==> src/hw/rtl/assert_macros.svh <==
// Assertion helpers for the order book RTL.
`ifndef ASSERT_MACROS_SVH
`define ASSERT_MACROS_SVH
`ifndef SYNTHESIS
`define ASSERT_IMPLIES(label, clk, rst, pre, post) \
   label: assert property (@(posedge clk) disable iff (rst) (pre) |-> (post)) \
      else $error("assertion failed");
`define ASSERT_NEXT(label, clk, rst, pre, post) \
   label: assert property (@(posedge clk) disable iff (rst) (pre) |=> (post)) \
      else $error("assertion failed");
`else
`define ASSERT_IMPLIES(label, clk, rst, pre, post)
`define ASSERT_NEXT(label, clk, rst, pre, post)
`endif
`endif

==> src/hw/rtl/ptob_pkg.sv <==
package ptob_pkg;
   localparam int PRICE_W = 32;
   localparam int TIME_W  = 48;
   localparam int SYM_W   = 3;
   localparam int SIDE_W  = 2;
   localparam int STAT_W  = 2;
   localparam int MASK_W  = 8;

   localparam logic [SIDE_W-1:0] SIDE_BUY  = 2'd1;
   localparam logic [SIDE_W-1:0] SIDE_SELL = 2'd2;

   localparam logic [STAT_W-1:0] ST_IGNORED  = 2'd0;
   localparam logic [STAT_W-1:0] ST_INSERTED = 2'd1;
   localparam logic [STAT_W-1:0] ST_FULL     = 2'd2;

   typedef struct packed {
      logic [PRICE_W-1:0] price;
      logic [TIME_W-1:0]  ptime;
   } entry_type;

   // broadcast from the control to every cell
   typedef struct packed {
      logic               ins;     // perform insert this cycle
      logic               is_bid;
      logic [PRICE_W-1:0] price;
      logic [TIME_W-1:0]  ptime;
   } bcast_type;
endpackage

==> src/hw/rtl/ptob_cell.sv <==
// One book slot: compares against the new order and shifts in from its neighbor.
module ptob_cell (
   input  logic               clock,
   input  logic               ld,        // book select load
   input  ptob_pkg::entry_type ld_entry,
   input  logic               ld_valid,
   input  ptob_pkg::bcast_type bc,
   input  logic               prev_ahead, // left neighbor ranks ahead of new order
   input  logic               prev_valid,
   input  ptob_pkg::entry_type prev_entry,
   output logic               ahead,
   output logic               valid,
   output ptob_pkg::entry_type entry
);
   import ptob_pkg::*;

   entry_type entry_ff, entry_in;
   logic      valid_ff, valid_in;

   always_comb begin
      if (!valid_ff) begin
         ahead = 1'b0;
      end else if (entry_ff.price != bc.price) begin
         ahead = bc.is_bid ? (entry_ff.price > bc.price) : (entry_ff.price < bc.price);
      end else begin
         ahead = entry_ff.ptime < bc.ptime;
      end
   end

   always_comb begin
      entry_in = entry_ff;
      valid_in = valid_ff;
      priority if (ld) begin
         entry_in = ld_entry;
         valid_in = ld_valid;
      end else if (bc.ins && !ahead) begin
         if (prev_ahead) begin
            entry_in.price = bc.price;
            entry_in.ptime = bc.ptime;
            valid_in       = 1'b1;
         end else begin
            entry_in = prev_entry;
            valid_in = prev_valid;
         end
      end
   end

   always_ff @(posedge clock) begin
      entry_ff <= entry_in;
      valid_ff <= valid_in;
   end

   assign valid = valid_ff;
   assign entry = entry_ff;
endmodule

==> config.mk <==
export PLATFORM = sky130hd
export DESIGN_NAME = ptob_cell
export DESIGN_NICKNAME = d
export VERILOG_FILES = /design/src/hw/rtl/assert_macros.svh /design/src/hw/rtl/ptob_pkg.sv /design/src/hw/rtl/ptob_cell.sv
export SDC_FILE = /design/constraint.sdc
export NUM_CORES = 1
export LEC_CHECK = 0
export ABC_AREA = 1
export BUFFER_PORTS_ARGS = -buffer_cell sky130_fd_sc_hd__buf_4
export CORE_AREA = 2 2 128 130
export DETAILED_ROUTE_END_ITERATION = 10
export DIE_AREA = 0 0 130 132
export PLACE_DENSITY = 0.74
export SLEW_MARGIN = 20
export SYNTH_ARGS = -nofsm -noshare
export SYNTH_HDL_FRONTEND = slang
export SYNTH_SLANG_ARGS = --single-unit
==> constraint.sdc <==
create_clock -name clock -period 3.65 [get_ports clock]
set_input_delay 0.365 -clock clock [delete_from_list [all_inputs] [get_ports clock]]
set_output_delay 0.365 -clock clock [all_outputs]
set_load 0.1 [all_outputs]
==> results of run 1 <==
## state kept, by name, indices dropped and copies added (netlist names)
| signal | cells |
|---|---|
| entry | 80 |
| valid | 1 |
## stage by stage
| step | hold slack, ns | cell area, um^2 |
|---|---|---|
| floorplan | 0.551 | 6190 |
| global placement | 0.644 | 8830 |
| detailed placement | 0.648 | 8830 |
| CTS | 0.290 | 9090 |
| global route | 0.308 | 9090 |
| finish | 0.299 | 9090 |
## worst reg2reg max path: stages, from the launching register on
cell	delay, ns
edfxtp_1	0.40
ha_1	0.31
nand2_1	0.09
nor2_2	0.14
nand4_1	0.14
nor4_1	0.28
nand2_1	0.12
inv_1	0.09
a21oi_2	0.06
nand2_2	0.06
nand2_1	0.08
nand2_4	0.06
buf_4	0.54
## worst min path at each step
stage | to | slack [ns] | cells past startpoint | from
after floorplan | valid | 0.55 | 2 | ld_valid
after global placement | entry[61] | 0.64 | 3 | ld_entry[61]
after detailed placement | entry[74] | 0.65 | 3 | ld_entry[74]
after CTS | entry[61] | 0.29 | 3 | ld_entry[61]
after global routing | entry[74] | 0.31 | 3 | ld_entry[74]
final | entry[61] | 0.30 | 3 | ld_entry[61]
## power by group through the flow
stage / logic (uW) / clock network (uW) / registers, uW
after floorplan: 422 / 0 / 1920
after global placement: 1610 / 0 / 1230
after detailed placement: 1620 / 0 / 1230
after CTS: 1630 / 836 / 1210
after global routing: 1740 / 865 / 1220
final: 1610 / 819 / 1210
## area by class of cell
type	instances	share of cell area [%]
Tap cell	216	2.97
Clock inverter	5	0.248
Multi-Input combinational cell	578	35.5
Clock buffer	11	2.56
Timing Repair Buffer	333	27.5
Inverter	107	4.42
Sequential cell	81	26.8
## per-layer routing
| metal | wire, um | vias to the layer above | part of all wire, % | global-route usage [%] |
|---|---|---|---|---|
| met5 | 0 | - | 0 | 0 |
| met4 | 772 | 0 | 3.9 | 10.9 |
| met3 | 1430 | 49 | 7.3 | 5.07 |
| met2 | 9610 | 239 | 49 | 40.5 |
| met1 | 7890 | 2804 | 40 | 25.7 |
| li1 | - | 3287 | - | - |
## cells in the final DEF, fill, tap and decap left out, drive strengths merged
master and n:
ha 79, nor4 1, nor3 3, nor2 74, nand4 6, edfxtp 81
buf 333, clkbuf 11, and2 1, inv 106, clkinv 6, o21a 3
a31oi 1, nand3 7, o21bai 1, nand2 202, a21oi 135, o21ai 65
## kinds of logic (layout without fill, tap and decap cells)
family                   after synthesis  count (layout)  share of synthesized area (%)
AO/OA/AOI/OAI                        205             205                           16.8
adder cells (fa/ha/maj)               79              79                           16.0
buffers and inverters                141             456                           8.62
flip-flops                            81              81                           39.3
AND/OR/NAND/NOR                      294             294                           19.2
==> flow_metrics.tcl, run 1 <==
set metrics [dict create \
    pre_cts_ws_ns 0.739 \
    drcViolationCount 0 \
    die_w_um 130 \
    crit_cells 12 \
    yosys-top-cells-area "edfxtp_1, ha_1, nand2_1" \
    start_kind "flip-flop" \
    yosys-top-cells-count "nand2_1, a21oi_1, inv_1" \
    viasPerCell 4.79 \
    cts_num_sinks 81 \
    power.total_uw 3650 \
    path_cells "ha_1 > nand2_1 > nor2_2 > nand4_1 > nor4_1 > nand2_1 > inv_1 > a21oi_2 > nand2_2 > nand2_1 > nand2_4 > buf_4" \
    gp_congestion 0.835 \
    max_slew_margin_pct 35.2 \
    syn-cell-area_um2 6180 \
    pwr-share-clk_pct 22.5 \
    leakage_uw 0.00468 \
    ys_seq_area_share_pct 39.3 \
    power.switching_uw 1560 \
    setup_viol 0 \
    wl_per_cell_um 14.8 \
    hpwl_um 15400 \
    diodes 0 \
    drive_gt1_share_pct 32.6 \
    io_pins 329 \
    utilization_pct 57.8 \
    multi_input_area_um2 3230 \
    htree_levels 3 \
    insertion_delay_ns 0.34 \
    hp-class "in2reg" \
    run_status "completed" \
    seq_area_um2 2430 \
    clk_pin_slew_ns 0.06 \
    end_kind "flip-flop" \
    cp_slowest_stage_delay_ns 0.54 \
    synth_most_common_cell "nand2_1" \
    reg2regPathDepth 12 \
    cts_resized 0 \
    skew_ns 0.00777 \
    p_int_uw 2080 \
    dp.cells 1315 \
    cp_top_family "simple AND/OR/NAND/NOR gates" \
    yosysTopAreaCellShare_pct 39.3 \
    synth-edff-count 81 \
    crit_end "entry[55]" \
    grt_pass1_wl_um 30900 \
    cts_tree "built" \
    startpoint "entry[63]" \
    num_rows 46 \
    synth_ff_type "edfxtp_1" \
    peakVddDrop_mv 0.204 \
    cts_buffers 9 \
    async_flop_share_pct 0 \
    holdBufCountCts 0 \
    filler_cell_count 1479 \
    pwr-share-comb_pct 44.3 \
    crit_slowest_cell "buf_4" \
    fmax_mhz 364 \
    grt_use_total_pct 22.9 \
    syn-num-nets 1126 \
    layout_setup_ws_ns 0.903 \
    cts_setup_buffers 0 \
    overflow 0 \
    cpMostUsedCell "nand2_1" \
    period_share_pct 75.3 \
    synth_cell_types 28 \
    design.core.area_um2 15700 \
    grt_pass1_vias 6390 \
    fin_nets 1436 \
    ys_warn_count 0 \
    setup_tns_ns 0 \
    slew_violations 0 \
    final.min_clock_period_ns 2.75 \
    drv_cap 0 \
    p_sw_share_pct 42.8 \
    path_class "reg2reg" \
    drt_iter0_drc 242 \
    port_buffers 328 \
    worst-path-buf-inv 2 \
    path_max_fanout 48 \
    tightestPinTransition_ns 0.970 \
    rr_startpoint "entry[63]" \
    seqPwrFrac_pct 33.3 \
    dr.pass1.iters 6 \
    r2r_setup_slack_ns 0.90 \
    routed_wirelength_um 19700 \
    clockBufferDepth 2 \
    antenna_found_initial 0 \
    rsz0062_at_grt "no" \
    avgSynthCellArea_um2 7.73 \
    r2r-end "entry[55]" \
    yosysTopAreaCell "edfxtp_1" \
    worst_ep_required_time_ns 3.62 \
    syn_inst 800 \
    fin_cells 1331 \
    ys_seq_elements 81 \
    area_delta_synth_final_pct 46.9 \
    hold_violations 0 \
    die_area_um2 17200 \
    root_buffer "clkbuf_16" \
    p_per_area_nw_per_um2 401 \
    grt_max_degree 60 \
    num_vias 6379 \
    drtAntennaViolNets 0 \
    crit_arrival_ns 2.72 \
    die_y_um 132 \
    start_util_pct 39.4 \
]
No activity file was read; power rests on OpenSTA's default activity.
==> run 2: changes to the inputs <==
--- a/config.mk
+++ b/config.mk
@@ -5,7 +5,7 @@
 export SDC_FILE = /design/constraint.sdc
 export NUM_CORES = 1
 export LEC_CHECK = 0
-export ABC_AREA = 1
+export ABC_AREA = 0
 export BUFFER_PORTS_ARGS = -buffer_cell sky130_fd_sc_hd__buf_4
 export CORE_AREA = 2 2 128 130
 export DETAILED_ROUTE_END_ITERATION = 10
==> constraint.sdc (replaced) <==
create_clock -name clock -period 2.4 [get_ports clock]
set_input_delay 0.24 -clock clock [delete_from_list [all_inputs] [get_ports clock]]
set_output_delay 0.24 -clock clock [all_outputs]
set_load 0.1 [all_outputs]
==> run 2 against run 1 <==
Against the previous run:
- the run now ends with setup timing left
- critical path depth decreased by 3
- register-to-register slack lost 1.4 ns
- sequential share of layout area shrank 3.1 points
- routed wire length up 1.4%
- design area rose by 13%
- combinational power up 85%
- worst hold slack got worse by 0.13 ns
- synthesized cell count is 20% lower
- clock power increased by 110%
- final cell count decreased by 4.3%
- non-clock buffer count increased by 95
- first-iteration DRC count is 36% lower
- critical path type is now reg2out
- largest cell class unchanged
==> flow_metrics.tcl, run 2 <==
set metrics [dict create \
    fmax_mhz 347 \
    yosys-top-cells-count "nand2_1, o21ai_0, inv_1" \
    p_per_area_nw_per_um2 638 \
    power.total_uw 6540 \
    grt_use_total_pct 22.1 \
    overflow 0 \
    placed_cell_area_um2 9500 \
    port_buffers 328 \
    routed_wirelength_um 20000 \
    final_cell_mix "buf_4, nand2_1, o21ai_0" \
    hold_start "ld_entry[48]" \
    hp-class "in2reg" \
    violations "setup timing" \
    leakage_uw 0.00522 \
    wl_per_cell_um 15.7 \
    synth_cell_types 34 \
    antenna_found_initial 0 \
    largest_register_ff_count 80 \
    grt_pass1_wl_um 29600 \
    yosysTopAreaCell "edfxtp_1" \
    syn-cell-area_um2 6140 \
    start_util_pct 39.1 \
    rsz0062_at_grt "yes" \
    synth_most_common_cell "nand2_1" \
    die_y_um 132 \
    ys_warn_count 0 \
    cts_buffers 9 \
    timing.hold.ws_ns 0.167 \
    dr.pass1.iters 4 \
    drcViolationCount 0 \
    area_delta_synth_final_pct 67.1 \
    r2r-end "entry[49]" \
    clockBufferDepth 2 \
    die_area_um2 17200 \
    worst_ep_required_time_ns 2.16 \
    hpwl_um 15600 \
    fin_area_um2 10300 \
    io_pins 329 \
    fin_nets 1380 \
    final.min_clock_period_ns 2.88 \
    holdPathEnd "entry[48]" \
    syn_inst 642 \
    cts_tree "built" \
    reg2regPathDepth 11 \
    crit_arrival_ns 2.64 \
    drtAntennaViolNets 0 \
    num_vias 6212 \
    rr_startpoint "entry[47]" \
    peakVddDrop_mv 0.367 \
    cts_num_sinks 81 \
    drive_gt1_share_pct 45.2 \
    mostFrequentLayoutCell "buf_4" \
    end_kind "output pin" \
    grt_pass1_vias 6239 \
    yosys-top-cells-area "edfxtp_1, ha_1, mux2i_1" \
    slew_violations 0 \
    root_buffer "clkbuf_16" \
    layout_setup_ws_ns -0.480 \
    skew_ns 0.0113 \
    synth-edff-count 81 \
    setup_tns_ns -37.04 \
    yosysTopAreaCellShare_pct 39.6 \
    ys_seq_area_share_pct 39.6 \
    async_flop_share_pct 0 \
    drv_cap 0 \
    avgSynthCellArea_um2 9.56 \
    diodes 0 \
    hold_depth 3 \
    path_max_fanout 2 \
    max_slew_margin_pct 53.4 \
    r2r_setup_slack_ns -0.48 \
    insertion_delay_ns 0.35 \
    num_rows 46 \
    gp_congestion 0.797 \
    period_share_pct 120 \
    ys_seq_elements 81 \
    tightestPinTransition_ns 0.700 \
    grt_max_degree 93 \
    holdBufCountCts 0 \
    design.core.area_um2 15700 \
    hold_violations 0 \
    syn-num-nets 968 \
    viasPerCell 4.88 \
    htree_levels 3 \
    die_w_um 130 \
    run_status "finished with violations" \
    start_kind "flip-flop" \
    synth_ff_type "edfxtp_1" \
    path_class "reg2out" \
    drt_iter0_drc 155 \
    clk_pin_slew_ns 0.07 \
    setup_viol 82 \
]
run 2: where the power goes:
part | internal, uW | switching [uW]
Combinational | 1070 | 1910
Sequential | 1770 | 102
Clock | 1110 | 573
run 2: final cells by class:
| class | instances | area, um^2 |
|---|---|---|
| repair buffers | 428 | 3370 |
| clock buffers | 9 | 225 |
| flip-flops and latches | 81 | 2430 |
| fillers | 1325 | 5460 |
| multi-input cells | 451 | 3520 |
| clock inverters | 6 | 131 |
| well taps | 216 | 270 |
| inverters | 83 | 312 |
run 2: cells by family (layout without fill, tap and decap cells):
logic type | after synthesis | count (layout) | synth area share [%]
AOI/OAI and AO/OA | 139 | 139 | 12.6
and+or+nand+nor | 152 | 152 | 11.6
adders and majority gates | 79 | 79 | 16.1
muxes | 81 | 81 | 13.3
buffers and inverters | 110 | 526 | 6.79
DFF | 81 | 81 | 39.6
run 2: worst max-delay path, cell delays in order (launching register included):
cell and delay [ns]:
edfxtp_1 0.40, ha_1 0.32, a21oi_2 0.14, o21ai_1 0.08, a221oi_2 0.22, o211ai_1 0.14
a211oi_2 0.23, mux2_4 0.35, o21a_4 0.23, buf_12 0.17
run 2: what timing repair did:
item / 4_1_cts / 5_1_grt
setup endpoints to repair: 82 / 82
pin swaps: 14 / 11
resized for setup: 27 / 16
setup buffers: 8 / 4
gates cloned: 0 / 4
run 2: layer usage:
metal	part of all wire, %	track usage [%]
met2	51	40.6
met4	2.8	8.60
met5	0	0
met3	7.6	4.87
met1	38	24.3
run 2: worst max path at each step:
stage,startpoint,to,slack (ns),depth (start not counted)
floorplan,entry[53],entry[0],-2.49,8
global placement,entry[17],ahead,-0.46,10
detailed placement,entry[39],entry[15],-0.55,9
CTS,entry[53],ahead,-0.56,9
global route,entry[35],entry[50],-0.66,11
finish,entry[53],ahead,-0.48,9
run 2: stage by stage:
stage	setup WS, ns	util [%]	std cells
6_report	-0.480	65.3	1274
5_1_grt	-0.655	65.3	1274
4_1_cts	-0.560	64.0	1266
3_5_place_dp	-0.548	60.5	1244
3_3_place_gp	-0.460	60.5	1244
2_1_floorplan	-2.49	-	642
